==> config.mk <==
export PLATFORM = sky130hd
export DESIGN_NAME = mvm_ram
export DESIGN_NICKNAME = d
export VERILOG_FILES = /design/src/design/mvm_ram.sv
export SDC_FILE = /design/constraint.sdc
export NUM_CORES = 1
export LEC_CHECK = 0
export BUFFER_PORTS_ARGS = -buffer_cell sky130_fd_sc_hd__buf_2
export CAP_MARGIN = 0
export CELL_PAD_IN_SITES_DETAIL_PLACEMENT = 0
export CELL_PAD_IN_SITES_GLOBAL_PLACEMENT = 1
export CORE_MARGIN = 1.5
export CORE_UTILIZATION = 40
export DETAILED_ROUTE_END_ITERATION = 8
export PLACE_DENSITY = 0.73
export REMOVE_ABC_BUFFERS = 1
export SLEW_MARGIN = 10
export SYNTH_ARGS = -nofsm -noshare
export SYNTH_HDL_FRONTEND = slang
export SYNTH_SLANG_ARGS = --single-unit
==> constraint.sdc <==
create_clock -name clock -period 4.7 [get_ports clock]
set_input_delay 0.47 -clock clock [delete_from_list [all_inputs] [get_ports clock]]
set_output_delay 0.47 -clock clock [all_outputs]
set_load 0.01 [all_outputs]
==> src/design/mvm_ram.sv <==
`default_nettype none
// ----------------------------------------------------------------------------
// mvm_ram
// Generic single-write, single-read RAM with registered read data.
// ----------------------------------------------------------------------------
module mvm_ram #(
   parameter int WIDTH = 16,
   parameter int DEPTH = 16
) (
   input  wire                      clock,
   input  wire                      wr_en,
   input  wire [$clog2(DEPTH)-1:0]  wr_addr,
   input  wire [WIDTH-1:0]          wr_data,
   input  wire                      rd_en,
   input  wire [$clog2(DEPTH)-1:0]  rd_addr,
   output logic [WIDTH-1:0]         rd_data
);

   logic [WIDTH-1:0] mem_ff [DEPTH];

   always_ff @(posedge clock) begin
      if (wr_en) begin
         mem_ff[wr_addr] <= wr_data;
      end
      if (rd_en) begin
         rd_data <= mem_ff[rd_addr];
      end
   end

endmodule
`default_nettype wire

# --- Yosys cells after proc, flatten, opt, wreduce, memory -nomap -nowiden ---
# Memory sizes are Yosys's and may differ from the RTL's. A register that Yosys moved wholly into a read port is not among the register bits.
# Index checks and enable logic that the tools add are counted.
classes:
  mux: 2
ops:
  columns: ["operator", "n"]
  rows:
  - ["$mux 1", 2]
totals:
  regBits: 0
  mem_bits_rw: 256
  output_inout_bits: 16
  memories: 1
memory_table:
  columns: ["name", "depth", "width", "read_ports", "rd_clocked_by_memory_dff", "write_ports", "line", "rtl"]
  rows:
  - ["mem_ff", 16, 16, 1, 1, 1, "19", "logic [WIDTH-1:0] mem_ff [DEPTH];"]

# --- Logic depth before layout (Yosys ltp) ---
depth:
  word_depth: 2
  mapped_depth: 5

# --- Least setup slack after synthesis ---
# Ideal clock, no wire load.
synth_path:
  path_type: "in2reg"
  start: "input port wr_addr[2]"
  end: "memory mem_ff[0][0], enable pin"
  setup_ps: 409
  arrival_time_ps: 2116
  required_time_ps: 4291
  slack_ps: 2175
  path_stages: 2
  path_buffers: 0
  path_cell_list: "or3b_2 > nor3_1"
synth_rtl:
  columns: ["element", "line", "rtl"]
  rows:
  - ["start, declared", "12", "input wire [$clog2(DEPTH)-1:0] wr_addr,"]
  - ["end, declared", "19", null]
# Straight into the memory's write port.

==> flow_metrics.py <==
metrics = {
    "drt": {
        "drt_iter0_markers": 412,
        "wl_um": 20600,
        "dr.pass1.iters": 4,
        "routedWlPerCell_um": 24.1,
        "vias": 4558,
        "final_antenna_net_count": 0,
        "vias_per_cell": 5.34,
        "post-route-drc-count": 0,
    },
    "placement": {
        "portBuffers": 42,
        "dp_cells": 805,
        "place_congestion": 0.704,
        "hpwl_um": 11100,
        "place_area_sq_um": 10900,
    },
    "final_layout": {
        "final_nets": 531,
        "area_growth_syn_to_layout_pct": 15.2,
        "stdcell_count": 854,
        "drive_above_1_share": 0.328,
        "design_area_sq_um": 11800,
        "fillers": 2075,
        "antenna_cells": 0,
    },
    "setup_path": {
        "r2r_slack_ns": 3.19,
        "path_buf_inv": 2,
        "required_ns": 4.96,
        "crit_chain": "buf_2 -> buf_4 -> mux4_2 -> a22oi_1 -> nand2_1",
        "critPathTopFamily": "buffers and inverters",
        "startpoint_type": "input pin",
        "slowest_stage": "buf_2",
        "end_kind": "register",
        "crit_cells": 5,
        "path_max_fanout": 33,
        "max_stage_delay_ns": 0.63,
        "worstSetupStartpoint": "rd_addr[1]",
        "r2r_end": "rd_data[11]$_DFFE_PP_",
        "r2r_cells": 3,
        "worstSetupEndpoint": "rd_data[14]$_DFFE_PP_",
        "critPathArrivalTime_ns": 2.41,
        "worst-setup-path-type": "in2reg",
        "r2r-start": "mem_ff[2][11]$_DFFE_PP_",
    },
    "synth": {
        "async_flop_share": 0,
        "seq_area_frac_synth": 0.800,
        "synthCells": 432,
        "synth_area_per_cell_sq_um": 23.6,
        "synth_common_cells": "edfxtp_1, mux4_2, a22oi_1",
        "yosysTopAreaCell": "edfxtp_1",
        "synth-edff-count": 272,
        "yosys.cell_count.top_type": "edfxtp_1",
        "synth_top_area_share": 0.800,
        "ys_types": 18,
        "synth_area_leaders": "edfxtp_1, mux4_2, mux4_1, a22oi_1, nand2_1",
        "ys.flop_type": "edfxtp_1",
        "synth_warnings": 0,
        "syn-cell-area_sq_um": 10200,
        "synth-seq-cells": 272,
    },
    "clocking": {
        "clk_latency_ns": 0.53,
        "clkSinkCount": 272,
        "ctsResizeCount": 0,
        "holdBufCountCts": 0,
        "postCtsSetupBuffers": 0,
        "cts_buffers": 27,
        "cts_buffer_depth": 3,
        "h-tree-depth": 1,
        "cts_tree": "done",
        "root_buffer": "clkbuf_16",
        "path_clk_slew_ns": 0.06,
    },
    "timing": {
        "final.setup.tns_ns": 0,
        "setup_violations": 0,
        "relSlewSlack": 0.349,
        "period_minus_slack_ns": 2.14,
        "rsz0062_at_grt": "no",
        "max_slew.worst_pin.slew_ns": 0.976,
        "fin_crit_sh": 0.456,
        "final-hold-violation-count": 0,
        "clock_skew_ns": 0.0112,
        "drv_slew": 0,
        "fmax_ghz": 0.466,
    },
    "global_route": {
        "grt_max_degree": 40,
        "grtUsageTotal": 0.161,
        "grt_pass1_vias": 4894,
        "overflow": 0,
        "antenna_found_initial": 0,
        "grt_pass1_wl_um": 30400,
    },
    "floorplanning": {
        "fp.coreArea_sq_um": 25100,
        "num_io_pins": 43,
        "die_y_um": 163,
        "start_util": 0.406,
        "num_rows": 58,
        "chipWidth_um": 163,
        "dieArea_sq_um": 26500,
    },
    "power_and_ir_drop": {
        "power_leakage_uw": 0.00378,
        "ir_worst_vdd_mv": 0.248,
        "power.density_nw_per_um2": 426,
    },
    "worst_hold_path": {
        "hold_path.class": "in2reg",
    },
    "status": {
        "status": "completed",
    },
    "run": {
        "cap_violations": 0,
    },
}
[where the power goes]
part / total [uW] / switching, uW / internal, uW / leakage [uW]
Combinational: 233 / 138 / 95.8 / 0.000905
Sequential: 2750 / 14.5 / 2730 / 0.00247
Clock: 2020 / 860 / 1160 / 0.000406
[final cells by class]
cell class                      instances  area [sq um]  area share
Clock buffer                           32           694      0.0591
Clock inverter                         17           136      0.0116
Multi-Input combinational cell        139          1960       0.167
Sequential cell                       272          8170       0.695
Tap cell                              330           413      0.0351
Timing Repair Buffer                   64           378      0.0322
[state kept, by name, indices dropped and copies added (netlist names)]
| signal | cells |
|---|---|
| mem_ff | 256 |
| rd_data | 16 |
[layout by cell type, fill, tap and decap left out]
| master | instances |
|---|---|
| and2_1 | 1 |
| nand2b_1 | 2 |
| nand2_1 | 17 |
| mux4_2 | 54 |
| clkinvlp_4 | 1 |
| nand3b_1 | 2 |
| clkinv_2 | 5 |
| buf_4 | 23 |
| nor2_2 | 12 |
| inv_6 | 1 |
| clkinv_1 | 7 |
| bufinv_16 | 2 |
| nand3_1 | 1 |
| nor2_1 | 1 |
| nor3_2 | 4 |
| buf_2 | 41 |
| clkbuf_16 | 27 |
| a22oi_1 | 32 |
| clkbuf_1 | 5 |
| clkinv_4 | 1 |
| or3b_2 | 1 |
| edfxtp_1 | 272 |
| nor2b_1 | 2 |
| mux4_1 | 10 |
[how the worst min path moves through the flow]
| stage | from | to | slack (ns) | depth (start not counted) |
|---|---|---|---|---|
| global route | wr_data[3] | mem_ff[7][3]$_DFFE_PP_ | 0.31 | 1 |
| global placement | mem_ff[15][2]$_DFFE_PP_ | rd_data[2]$_DFFE_PP_ | 0.73 | 3 |
| floorplan | wr_data[0] | mem_ff[0][0]$_DFFE_PP_ | 0.57 | 0 |
| finish | wr_data[3] | mem_ff[7][3]$_DFFE_PP_ | 0.31 | 1 |
| CTS | wr_data[3] | mem_ff[5][3]$_DFFE_PP_ | 0.30 | 1 |
| detailed placement | mem_ff[6][9]$_DFFE_PP_ | rd_data[9]$_DFFE_PP_ | 0.73 | 3 |
[metal layers]
metal,GRT usage,share of wire,up-vias,routed length (um)
met5,0,0,-,0
met4,0.0421,0.018,0,361
met3,0.0255,0.076,27,1570
met2,0.286,0.53,160,10900
met1,0.205,0.38,2370,7770
li1,-,-,2001,-
[stage by stage]
stage | util | worst slack [ns] | hold slack [ns] | power (uW)
floorplan | - | 2.17 | 0.569 | 2910
global placement | 0.435 | 2.01 | 0.730 | 3030
detailed placement | 0.435 | 1.95 | 0.734 | 3040
CTS | 0.468 | 2.50 | 0.297 | 5040
global route | 0.468 | 2.40 | 0.312 | 5150
finish | 0.468 | 2.56 | 0.311 | 5000
[cell families (layout without fill, tap and decap cells)]
kind of cell	after synthesis	in the layout	synth area share
DFF	272	272	0.800
muxes	64	64	0.145
and+or+nand+nor	43	43	0.0189
AOI/OAI and AO/OA	32	32	0.0235
buffers and inverters	21	113	0.0121
Note: power is estimated with default switching activity, not from simulation.
